==> src/hdl/mmmf_pkg.sv <==
// Shared constants and types of the multichannel median/mean filter.
package mmmf_pkg;

   localparam int CHANNELS       = 4;
   localparam int WINDOW_SAMPLES = 16;
   localparam int SAMPLE_BITS    = 16;
   localparam int RUN_LEN        = 5;
   localparam int RUN_MID        = 2;

   localparam int CHAN_BITS   = 2;
   localparam int POS_BITS    = $clog2(WINDOW_SAMPLES);
   localparam int CNT_BITS    = $clog2(WINDOW_SAMPLES + 1);
   localparam int DEPTH       = CHANNELS * WINDOW_SAMPLES;
   localparam int ADDR_BITS   = $clog2(DEPTH);
   localparam int CH_IDX_BITS = (CHANNELS > 1) ? $clog2(CHANNELS) : 1;
   localparam int SUM_BITS    = SAMPLE_BITS + POS_BITS;
   localparam int DATA_BITS   = ((SAMPLE_BITS + 7) / 8) * 8;

   typedef logic signed [SAMPLE_BITS-1:0] sample_type;
   typedef sample_type [RUN_LEN-1:0] run_type;

   typedef enum logic [3:0] {
      S_IDLE  = 4'b0001,
      S_ISSUE = 4'b0010,
      S_DRAIN = 4'b0100,
      S_HOLD  = 4'b1000
   } state_type;

endpackage

==> src/hdl/mmmf_ram.sv <==
// Generic simple dual-port RAM with one write port and a registered read port.
module mmmf_ram #(
   parameter int WIDTH = 16,
   parameter int DEPTH = 64
) (
   input  logic                                     clock,
   input  logic                                     wr_en,
   input  logic [((DEPTH > 1) ? $clog2(DEPTH) : 1)-1:0] wr_addr,
   input  logic [WIDTH-1:0]                         wr_data,
   input  logic                                     rd_en,
   input  logic [((DEPTH > 1) ? $clog2(DEPTH) : 1)-1:0] rd_addr,
   output logic [WIDTH-1:0]                         rd_data
);

   logic [WIDTH-1:0] mem_ff [DEPTH];
   logic [WIDTH-1:0] rd_data_ff;

   always_ff @(posedge clock) begin
      if (wr_en) begin
         mem_ff[wr_addr] <= wr_data;
      end
      if (rd_en) begin
         rd_data_ff <= mem_ff[rd_addr];
      end
   end

   assign rd_data = rd_data_ff;

endmodule

==> src/hdl/multichannel_median_mean_filter.sv <==
// Top level of the multichannel sliding median-of-five and mean filter.
//
// Input channel (req_): one transfer carries a sample and the channel whose
// window receives it. The sample is written into that channel's window, the
// window is read back oldest first from the window RAM, every run of five
// neighbouring samples gives a median, and the medians are summed and divided
// by the window length with an arithmetic shift (rounding toward minus
// infinity).
// Result channel (rsp_): one transfer per input, the filtered value and the
// channel it belongs to.
// The window is read from the window RAM one sample per cycle; a channel
// outside the configured range skips the window read and returns 0. One
// item is worked on at a time, so a new transfer is taken only after the
// result of the last one has been moved to the output register.
// Reset clears every window to zero through per-entry valid bits, so no
// clearing pass is needed, and sets every write position to zero.
// A stalled receiver leaves the result in the output register; the next item
// is still taken and worked on, and waits for the output register to free.
module multichannel_median_mean_filter (
   input  logic                           clock,
   input  logic                           reset,
   input  logic                           req_tvalid,
   output logic                           req_tready,
   input  logic [mmmf_pkg::DATA_BITS-1:0] req_tdata,  // [15:0] sample
   input  logic [mmmf_pkg::CHAN_BITS-1:0] req_tuser,  // [1:0] channel
   output logic                           rsp_tvalid,
   input  logic                           rsp_tready,
   output logic [mmmf_pkg::DATA_BITS-1:0] rsp_tdata,  // [15:0] filtered
   output logic [mmmf_pkg::CHAN_BITS-1:0] rsp_tuser   // [1:0] out_channel
);
   import mmmf_pkg::*;

   // Median of five: the element whose rank is the middle one, ties broken by
   // position so that exactly one element qualifies.
   function automatic sample_type median5(input run_type w);
      sample_type  med;
      logic [2:0]  rank;
      med = w[0];
      for (int j = 0; j < RUN_LEN; j++) begin
         rank = '0;
         for (int k = 0; k < RUN_LEN; k++) begin
            if (k != j) begin
               if ((w[k] < w[j]) || ((w[k] == w[j]) && (k < j))) begin
                  rank = rank + 3'd1;
               end
            end
         end
         if (rank == 3'(RUN_MID)) begin
            med = w[j];
         end
      end
      return med;
   endfunction

   // Control registers.
   state_type               state_ff, state_in;
   logic [DEPTH-1:0]        valid_ff, valid_in;
   logic [POS_BITS-1:0]     wp_ff [CHANNELS];
   logic [POS_BITS-1:0]     wp_in [CHANNELS];
   logic [POS_BITS-1:0]     icnt_ff, icnt_in;
   logic [CNT_BITS-1:0]     fcnt_ff, fcnt_in;
   logic                    iss_v_ff, iss_v_in;
   logic                    mq_v_ff, mq_v_in;
   logic                    mq_last_ff, mq_last_in;
   logic                    md_v_ff, md_v_in;
   logic                    md_last_ff, md_last_in;
   logic                    rsp_tvalid_ff, rsp_tvalid_in;

   // Payload registers.
   logic [CHAN_BITS-1:0]    ch_ff, ch_in;
   sample_type              sample_ff, sample_in;
   logic [POS_BITS-1:0]     rd_pos_ff, rd_pos_in;
   logic                    iss_ram_ff, iss_ram_in;
   logic                    iss_last_ff, iss_last_in;
   logic                    rdv_ff, rdv_in;
   run_type                 sh_ff, sh_in;
   sample_type              med_ff, med_in;
   logic signed [SUM_BITS-1:0] sum_ff, sum_in;
   sample_type              res_ff, res_in;
   logic [DATA_BITS-1:0]    rsp_tdata_ff, rsp_tdata_in;
   logic [CHAN_BITS-1:0]    rsp_tuser_ff, rsp_tuser_in;

   // Combinational signals.
   logic                    accept;
   logic                    ch_ok;
   logic [POS_BITS-1:0]     wr_pos;
   logic [POS_BITS-1:0]     wr_pos_next;
   logic                    ram_wr_en;
   logic [ADDR_BITS-1:0]    ram_wr_addr;
   logic                    ram_rd_en;
   logic [ADDR_BITS-1:0]    ram_rd_addr;
   logic [SAMPLE_BITS-1:0]  ram_rd_data;
   sample_type              feed_data;
   logic signed [SUM_BITS-1:0] sum_next;

   assign req_tready = (state_ff == S_IDLE);
   assign accept     = req_tvalid && req_tready;
   assign ch_ok      = (32'(req_tuser) < CHANNELS);
   assign wr_pos     = wp_ff[CH_IDX_BITS'(req_tuser)];
   assign wr_pos_next = (wr_pos == POS_BITS'(WINDOW_SAMPLES - 1)) ? '0 : wr_pos + 1'b1;

   assign ram_wr_en   = accept && ch_ok;
   assign ram_wr_addr = ADDR_BITS'(req_tuser) * ADDR_BITS'(WINDOW_SAMPLES)
                        + ADDR_BITS'(wr_pos);
   // The last slot of the window is the new sample itself, so it is not read back.
   assign ram_rd_en   = (state_ff == S_ISSUE) && (icnt_ff != POS_BITS'(WINDOW_SAMPLES - 1));
   assign ram_rd_addr = ADDR_BITS'(ch_ff) * ADDR_BITS'(WINDOW_SAMPLES)
                        + ADDR_BITS'(rd_pos_ff);

   mmmf_ram #(
      .WIDTH (SAMPLE_BITS),
      .DEPTH (DEPTH)
   ) u_window_ram (
      .clock   (clock),
      .wr_en   (ram_wr_en),
      .wr_addr (ram_wr_addr),
      .wr_data (req_tdata[SAMPLE_BITS-1:0]),
      .rd_en   (ram_rd_en),
      .rd_addr (ram_rd_addr),
      .rd_data (ram_rd_data)
   );

   // An entry never written since reset reads as zero.
   assign feed_data = iss_ram_ff ? (rdv_ff ? sample_type'(ram_rd_data) : '0) : sample_ff;
   assign sum_next  = sum_ff + SUM_BITS'(med_ff);

   always_comb begin
      state_in      = state_ff;
      valid_in      = valid_ff;
      wp_in         = wp_ff;
      icnt_in       = icnt_ff;
      fcnt_in       = fcnt_ff;
      iss_v_in      = 1'b0;
      mq_v_in       = 1'b0;
      mq_last_in    = 1'b0;
      md_v_in       = 1'b0;
      md_last_in    = 1'b0;
      rsp_tvalid_in = rsp_tvalid_ff;
      ch_in         = ch_ff;
      sample_in     = sample_ff;
      rd_pos_in     = rd_pos_ff;
      iss_ram_in    = iss_ram_ff;
      iss_last_in   = iss_last_ff;
      rdv_in        = rdv_ff;
      sh_in         = sh_ff;
      med_in        = med_ff;
      sum_in        = sum_ff;
      res_in        = res_ff;
      rsp_tdata_in  = rsp_tdata_ff;
      rsp_tuser_in  = rsp_tuser_ff;

      if (rsp_tvalid_ff && rsp_tready) begin
         rsp_tvalid_in = 1'b0;
      end

      // Window pipeline: feed one sample, then median, then accumulate.
      if (iss_v_ff) begin
         sh_in      = run_type'({sh_ff[RUN_LEN-2:0], feed_data});
         fcnt_in    = fcnt_ff + 1'b1;
         mq_v_in    = (fcnt_ff >= CNT_BITS'(RUN_LEN - 1));
         mq_last_in = iss_last_ff;
      end
      if (mq_v_ff) begin
         med_in     = median5(sh_ff);
         md_v_in    = 1'b1;
         md_last_in = mq_last_ff;
      end
      if (md_v_ff) begin
         sum_in = sum_next;
      end

      unique case (state_ff)
         S_IDLE: begin
            if (accept) begin
               ch_in     = req_tuser;
               sample_in = sample_type'(req_tdata[SAMPLE_BITS-1:0]);
               icnt_in   = '0;
               fcnt_in   = '0;
               sum_in    = '0;
               if (ch_ok) begin
                  valid_in[ram_wr_addr]         = 1'b1;
                  wp_in[CH_IDX_BITS'(req_tuser)] = wr_pos_next;
                  rd_pos_in = wr_pos_next;
                  state_in  = S_ISSUE;
               end else begin
                  res_in   = '0;
                  state_in = S_HOLD;
               end
            end
         end
         S_ISSUE: begin
            iss_v_in    = 1'b1;
            iss_ram_in  = ram_rd_en;
            iss_last_in = !ram_rd_en;
            rdv_in      = valid_ff[ram_rd_addr];
            rd_pos_in   = (rd_pos_ff == POS_BITS'(WINDOW_SAMPLES - 1)) ? '0
                          : rd_pos_ff + 1'b1;
            icnt_in     = icnt_ff + 1'b1;
            if (!ram_rd_en) begin
               state_in = S_DRAIN;
            end
         end
         S_DRAIN: begin
            if (md_last_ff) begin
               // Floor division by the window length.
               res_in   = sample_type'(sum_next >>> POS_BITS);
               state_in = S_HOLD;
            end
         end
         S_HOLD: begin
            if (!rsp_tvalid_ff || rsp_tready) begin
               rsp_tvalid_in = 1'b1;
               rsp_tdata_in  = DATA_BITS'(unsigned'(res_ff));
               rsp_tuser_in  = ch_ff;
               state_in      = S_IDLE;
            end
         end
         default: begin
            state_in = S_IDLE;
         end
      endcase
   end

   always_ff @(posedge clock) begin
      if (reset) begin
         state_ff      <= S_IDLE;
         valid_ff      <= '0;
         wp_ff         <= '{default: '0};
         icnt_ff       <= '0;
         fcnt_ff       <= '0;
         iss_v_ff      <= 1'b0;
         mq_v_ff       <= 1'b0;
         mq_last_ff    <= 1'b0;
         md_v_ff       <= 1'b0;
         md_last_ff    <= 1'b0;
         rsp_tvalid_ff <= 1'b0;
      end else begin
         state_ff      <= state_in;
         valid_ff      <= valid_in;
         wp_ff         <= wp_in;
         icnt_ff       <= icnt_in;
         fcnt_ff       <= fcnt_in;
         iss_v_ff      <= iss_v_in;
         mq_v_ff       <= mq_v_in;
         mq_last_ff    <= mq_last_in;
         md_v_ff       <= md_v_in;
         md_last_ff    <= md_last_in;
         rsp_tvalid_ff <= rsp_tvalid_in;
      end
   end

   always_ff @(posedge clock) begin
      ch_ff        <= ch_in;
      sample_ff    <= sample_in;
      rd_pos_ff    <= rd_pos_in;
      iss_ram_ff   <= iss_ram_in;
      iss_last_ff  <= iss_last_in;
      rdv_ff       <= rdv_in;
      sh_ff        <= sh_in;
      med_ff       <= med_in;
      sum_ff       <= sum_in;
      res_ff       <= res_in;
      rsp_tdata_ff <= rsp_tdata_in;
      rsp_tuser_ff <= rsp_tuser_in;
   end

   assign rsp_tvalid = rsp_tvalid_ff;
   assign rsp_tdata  = rsp_tdata_ff;
   assign rsp_tuser  = rsp_tuser_ff;

`ifndef NO_ASSERTIONS
   // The final median reaches the accumulator only while the block waits for it.
   assert property (@(posedge clock) disable iff (reset)
      md_last_ff |-> (state_ff == S_DRAIN))
      else $error("last median arrived outside the drain phase");

   // A window read in flight belongs to the item being worked on.
   assert property (@(posedge clock) disable iff (reset)
      iss_v_ff |-> ((state_ff == S_ISSUE) || (state_ff == S_DRAIN)))
      else $error("window sample fed while no item is in progress");

   // An accepted transfer starts the window read or goes straight to the result.
   assert property (@(posedge clock) disable iff (reset)
      accept |=> ((state_ff == S_ISSUE) || (state_ff == S_HOLD)))
      else $error("accepted transfer did not start work");

   // No more samples are fed than the window holds.
   assert property (@(posedge clock) disable iff (reset)
      fcnt_ff <= CNT_BITS'(WINDOW_SAMPLES))
      else $error("feed count ran past the window length");
`endif

endmodule
==> config.mk <==
export PLATFORM = sky130hd
export DESIGN_NAME = multichannel_median_mean_filter
export DESIGN_NICKNAME = d
export VERILOG_FILES = /design/src/hdl/mmmf_pkg.sv /design/src/hdl/mmmf_ram.sv /design/src/hdl/multichannel_median_mean_filter.sv
export SDC_FILE = /design/constraint.sdc
export NUM_CORES = 2
export LEC_CHECK = 0
export BUFFER_PORTS_ARGS = -buffer_cell sky130_fd_sc_hd__buf_2
export CORE_ASPECT_RATIO = 2
export CORE_MARGIN = 8
export CORE_UTILIZATION = 48
export DETAILED_ROUTE_END_ITERATION = 8
export SYNTH_ARGS = -nofsm -noshare
export SYNTH_HDL_FRONTEND = slang
export SYNTH_HIERARCHICAL = 1
export SYNTH_SLANG_ARGS = --single-unit
==> constraint.sdc <==
create_clock -name clock -period 11.4 [get_ports clock]
set_input_delay 2.28 -clock clock [delete_from_list [all_inputs] [get_ports clock]]
set_output_delay 2.28 -clock clock [all_outputs]
set_load 0.05 [all_outputs]
* Yosys cells after proc, flatten, opt, wreduce, memory -nomap -nowiden
Memories as Yosys holds them, arrays and structs flattened. A register that Yosys moved wholly into a read port is not among the register bits.
Index checks and enable logic that the tools add are counted.
** Cells by class
- $add $sub $neg :: 19
- $lt $le $gt $ge :: 22
- Equal/unequal tests :: 25
- Multiplexer cells :: 72
- Bitwise operators :: 4
- Reduce and logical (&&, ||, !) cells :: 26
** Operators with widths (number)
- $lt A16 B16 Y1 :: 16
- $eq A16 B16 Y1 :: 10
- $mux W16 :: 6
- $mux W3 :: 28
- $or A64 B64 Y64 :: 1
- $mux W20 :: 3
- $mux W4 :: 11
- $add A3 B1 Y3 const B :: 12
- $add A20 B16 Y20 :: 1
- $bwmux W16 :: 1
- $pmux W4 S2 :: 2
- $pmux W4 S4 :: 1
- $mux W5 :: 3
- $lt A6 B7 Y1 const B :: 2
- $mux W1 :: 13
- $add A4 B1 Y4 const B :: 3
- $add A6 B4 Y6 :: 2
- $eq A3 B2 Y1 const B :: 4
- $eq A4 B4 Y1 const B :: 3
- $logic_or A1 B1 Y1 :: 11
- $bmux W4 S2 :: 1
- $demux W4 S2 :: 1
- $reduce_and A2 Y1 :: 4
- $bmux W1 S6 :: 1
- 19 further kinds :: 28
** Storage, ports and cells
- Register bits after elaboration :: 274
- Memory bits (writable) :: 1024
- Bits of input ports :: 22
- Memories :: 1
** Memory list
- u_window_ram.mem_ff :: depth 64, bits a word 16, rd ports 1, clocked after memory_dff 1, write ports 1, RTL line mmmf_ram.sv:15 : logic [WIDTH-1:0] mem_ff [DEPTH];

* Longest topological paths before layout
- Word-level depth :: 18
- Mapped depth :: 24

* By module
Netlist, hierarchy kept.
** Modules (own cells, without submodules)
- mmmf_ram :: instances 1, cells each 1829, area each 40202.3 um^2, sequential area each 31230.0 um^2
- multichannel_median_mean_filter :: instances 1, cells each 1452, area each 15551.2 um^2, sequential area each 7036.7 um^2

* Least setup slack after synthesis
OpenSTA, ideal clock, no wires.
- Path kind :: register -> register
- Start point :: reg state_ff[0]
- End point :: mem u_window_ram.mem_ff[48][0] (enable)
- Library setup time :: 409 ps
- Arrival time :: 5008 ps
- Required time :: 10991 ps
- Setup slack :: 5983 ps
- Stages on the path, launching flop included :: 8
- Path buffers :: 1
- Period minus slack after synthesis :: 5417 ps
- Path through :: dfxtp_1 nor4b_1 nand2_1 inv_2 buf_1 nor2b_1 nand4b_1 nor3_1
** Between the ends
- Cells in the longest elaborated chain, start to end :: 4
** RTL lines
- start, declared :: RTL line multichannel_median_mean_filter.sv:56 : state_type state_ff, state_in;
- start signal, assigned :: RTL line multichannel_median_mean_filter.sv:238 : state_ff <= state_in;
- $eq A4 B1 Y1 :: RTL line multichannel_median_mean_filter.sv:96 : assign req_tready = (state_ff == S_IDLE);
- via req_tready :: RTL line multichannel_median_mean_filter.sv:23 : output logic req_tready,
- $logic_and A1 B1 Y1 :: RTL line multichannel_median_mean_filter.sv:97 : assign accept = req_tvalid && req_tready;
- via accept :: RTL line multichannel_median_mean_filter.sv:84 : logic accept;
- $mux W1 :: RTL line mmmf_ram.sv:19 : if (wr_en) begin
- $mux W1 (not written as such) :: RTL line mmmf_ram.sv:20 : mem_ff[wr_addr] <= wr_data;
- end, declared :: RTL line mmmf_ram.sv:15
The timed path passes the listed nets, and every way through them passes these cells.

* Final worst setup path
- Start point :: reg sh_ff[1] in the netlist's numbering
- End point :: reg med_ff[3], data pin
** Between the ends
- Cells in the longest elaborated chain, start to end :: 18
** RTL lines
- start, declared :: RTL line multichannel_median_mean_filter.sv:76 : run_type sh_ff, sh_in;
- start signal, assigned :: RTL line multichannel_median_mean_filter.sv:259 : sh_ff <= sh_in;
- $lt A16 B16 Y1 / $eq A16 B16 Y1 (equally long branches) :: RTL line multichannel_median_mean_filter.sv:43 : if ((w[k] < w[j]) || ((w[k] == w[j]) && (k < j))) begin
- $logic_or A1 B1 Y1 :: RTL line multichannel_median_mean_filter.sv:43
- $mux W1 :: RTL line multichannel_median_mean_filter.sv:43
- $mux W3 :: RTL line multichannel_median_mean_filter.sv:163 : if (mq_v_ff) begin
- $add A3 B1 Y3 :: RTL line multichannel_median_mean_filter.sv:44 : rank = rank + 3'd1;
- $mux W3 :: RTL line multichannel_median_mean_filter.sv:43
- $mux W3 :: RTL line multichannel_median_mean_filter.sv:163
- $add A3 B1 Y3 :: RTL line multichannel_median_mean_filter.sv:44
- $mux W3 :: RTL line multichannel_median_mean_filter.sv:43
- $mux W3 :: RTL line multichannel_median_mean_filter.sv:163
- $add A3 B1 Y3 :: RTL line multichannel_median_mean_filter.sv:44
- $mux W3 :: RTL line multichannel_median_mean_filter.sv:43
- $mux W3 :: RTL line multichannel_median_mean_filter.sv:163
- $eq A3 B2 Y1 :: RTL line multichannel_median_mean_filter.sv:48 : if (rank == 3'(RUN_MID)) begin
- $mux W16 (3 in series) :: RTL line multichannel_median_mean_filter.sv:48
- $mux W16 (*) :: RTL line multichannel_median_mean_filter.sv:48
- end signal, assigned :: RTL line multichannel_median_mean_filter.sv:260 : med_ff <= med_in;
- end, declared :: RTL line multichannel_median_mean_filter.sv:77 : sample_type med_ff, med_in;
Every way passes the cells marked *; elsewhere a longest branch is shown, timed or not. The select of a mux whose other input is x is not followed.
A chain may end at the register's enable or synchronous reset.

==> results.md <==
- Outcome: complete, no violations
- DP HPWL: 85200 um
- I/O Buffers: between 40 and 50
- Avg Cell Area, Syn: 17.0 um^2
- Initial Util: about half
- Fraction of layout cells with a size suffix above 1: between 10% and 20%
- Worst clock skew: between 0.02 and 0.03 ns
- Fin crit share: 51.7%
- Die Ht: 498 um
- DRT antenna net count: 0
- Max-slew headroom: 19.6%
- Slew @ Worst Pin: 1.20 ns
- Critical path's largest stage delay: 0.80 ns
- Mapped Nets: 3498
- Largest net degree at the start of global routing: 120
- Core ar.: 116000 um^2
- CTS Buf Count: 112
- Final std cells w/o fill: 5016
- Detailed Route WL: 136000 um
- Max-Cap Viols: 0
- Initial antenna violation count: 3
- Clock sinks: 1314
- Synthesis-to-finish area growth: 10.5%
- Worst-Skew Late Latency: 0.73 ns
- H-tree depth: 3
- Ys flop type: edfxtp_1
- Via-to-Cell Ratio: 5.98
- Crit path arrival time: approximately 6.4 ns
- Post-CTS resize count: 0
- GP Congestion: 0.862
- I/O pins: between 40 and 50
- Drt pass-1 iters: 6
- Routed via count: around 30000
- Cell Chain, Critical Path: ha_1 > nor2b_1 > o21a_1 > o21a_1 > o21a_1 > o21a_1 > o21a_1 > o21a_1 > o21ai_0 > a21oi_1 > or3_1 > ha_1 > xor2_1 > ha_1 > nor3b_1 > mux4_2 > nor2_2 > nand2b_1 > o221ai_1
- Routed met2 length: 66100 um
- Filler Cell Count: 9206
- Number of flops mapped to enable cells by yosys: 1195
- Critical Path RT: 11.93 ns
- Area of the die: 128000 um^2
- Inst Count DP: 4801
- Setup TNS: 0 ns
- Crit start category: flip-flop
- CP Capture Type: flip-flop
- Site row count: 177
- Max Buffers Root-to-Sink: 3
- Power Dens Cells: 167 nW/um^2
- Iter 0 DRT Violations: 2691
- CTS tree: built
- DRC: 0
- Final Hold Viols: 0
- Most frequent CP cell: o21a_1
- Seq/Total Area, Yosys: 68.6%
- Most frequent cells in the layout: edfxtp_1 (1195), mux4_2 (235), nor2_1 (222)
- WL met1: 58300 um
- Maximum vdd ir drop: approximately 0.18 mV
- Min Clock Period, post-route: between 5 and 6 ns
- Hold-fix buffers, CTS: 0
- LEAKAGE: between 20 and 25 nW
- Vias in the first global route: about 30000
- First-pass GRT wire length: 201000 um
- Mapped Area: 55800 um^2
- Setup Crit Path Kind: flip-flop to flip-flop
- Library cells used by synthesis: 87
- Final setup fails: 0
- Peak Freq: ~0.17 GHz
- Worst Hold Class: flip-flop to flip-flop
- CP max-delay cell: mux4_2
- Unrepaired setup endpoints after global routing: false
- Die Wd: 257 um
- Register-to-register path setup slack: 5.51 ns
- Min Hold Slack: between 0.4 and 0.5 ns
- Post-CTS Setup Bufs: 0
- Most common cell after layout, fill and taps aside: edfxtp_1
- Max layer used: met4
- Crit Path Max Fanout: 18
- Clock slew seen by the registers of the worst setup and hold paths: 0.07 ns
- Yosys reg bits: 1314
- Layout net count: 3611
- Clock Root Buffer: clkbuf_16
- Async SR Flop Fraction: 0%
- Syn. warnings: 6
- WL/cell: 27.0 um
- Total Routing Usage GR: 20.9%
- Met3 WL: 7130 um
- Final slew viol count: 0
- Cells after Synth: 3281
- GRT Residual Overflow: 0
==> stage by stage <==
step | total power [W] | utilization [%] | instance area, um^2 | setup WS (ns)
floorplan | 0.00606 | - | 55800 | 5.98
global placement | 0.00639 | 49.9 | 57800 | 5.63
detailed placement | 0.00640 | 49.9 | 57800 | 5.55
CTS | 0.0104 | 53.2 | 61600 | 5.51
global route | 0.0106 | 53.2 | 61600 | 5.20
finish | 0.0103 | 53.2 | 61600 | 5.51
==> cell families (layout without fill, tap and decap cells) <==
group	after synthesis	in the layout	synth area share, %
other cells	0	4	0
mux	417	417	12.9
compound gates	466	466	5.77
simple gates	605	605	5.34
fa+ha+maj	195	195	4.39
buf+inv	254	464	2.45
xor+xnor	30	30	0.471
flops	1314	1314	68.6
==> Yosys cell counts, types with 16 or more instances <==
cell / n / area [um^2]
a211oi_1: 27 / 203
a21oi_1: 148 / 741
nand2_1: 128 / 480
mux2i_1: 147 / 1470
a31oi_1: 16 / 100
o21ai_0: 57 / 285
nor2_1: 223 / 837
inv_1: 101 / 379
clkbuf_1: 60 / 225
nor3_1: 25 / 125
mux4_2: 235 / 5290
dfxtp_1: 119 / 2380
buf_2: 37 / 185
nor2b_1: 51 / 319
a21o_1: 26 / 195
a221oi_1: 18 / 158
edfxtp_1: 1195 / 35900
nand4_1: 43 / 269
nand3_1: 41 / 205
a22oi_1: 45 / 338
ha_1: 194 / 2430
xnor2_1: 19 / 166
mux2_2: 31 / 349
nand2b_1: 20 / 125
buf_6: 21 / 236
==> path summary, 6_finish.rpt <==
check,start,end,cells after the start
worst max-delay path,sh_ff[1]$_DFFE_PP_,med_ff[3]$_DFFE_PP_,19
worst max register to register,sh_ff[1]$_DFFE_PP_,med_ff[3]$_DFFE_PP_,19
worst min-delay path,res_ff[1]$_DFFE_PP_,rsp_tdata[1]$_DFFE_PP_,0
worst min register to register,res_ff[1]$_DFFE_PP_,rsp_tdata[1]$_DFFE_PP_,0
==> layout make-up <==
type	count	area, um^2	area share (%)
sequential	1314	38300	62.1
multi-input combinational	1713	16100	26.2
clock buffer	138	3070	4.98
tap	1521	1900	3.09
timing repair buffer	151	1070	1.73
clock inverter	73	778	1.26
inverter	102	383	0.621
antenna	4	10.0	0.0162
==> sequential cells by signal, summed over array words and instances, names as in the netlist, 20 cells and up <==
| name | count |
|---|---|
| u_window_ram/mem_ff | 1024 |
| sh_ff | 80 |
| valid_ff | 64 |
| sum_ff | 20 |
==> per-layer routing <==
metal | GRT usage [%] | vias to the layer above
li1 | - | 13300
met1 | 29.4 | 15600
met2 | 33.9 | 947
met3 | 2.44 | 190
met4 | 6.98 | 0
met5 | 0 | -
==> power by group <==
part | total (W) | internal (W) | switching (W)
clock | 0.00399 | 0.00222 | 0.00177
combinational | 0.000964 | 0.000350 | 0.000614
sequential | 0.00532 | 0.00530 | 0.0000276
==> critical path: cells and delay by family (launching register included) <==
family	cells	cell delay, ns
flip-flops	1	0.48
multiplexers	1	0.80
XOR/XNOR	1	0.17
AO/OA/AOI/OAI	9	1.77
adder cells (fa/ha/maj)	3	1.02
AND/OR/NAND/NOR	5	1.45
Note: power is estimated with default switching activity, not from simulation.
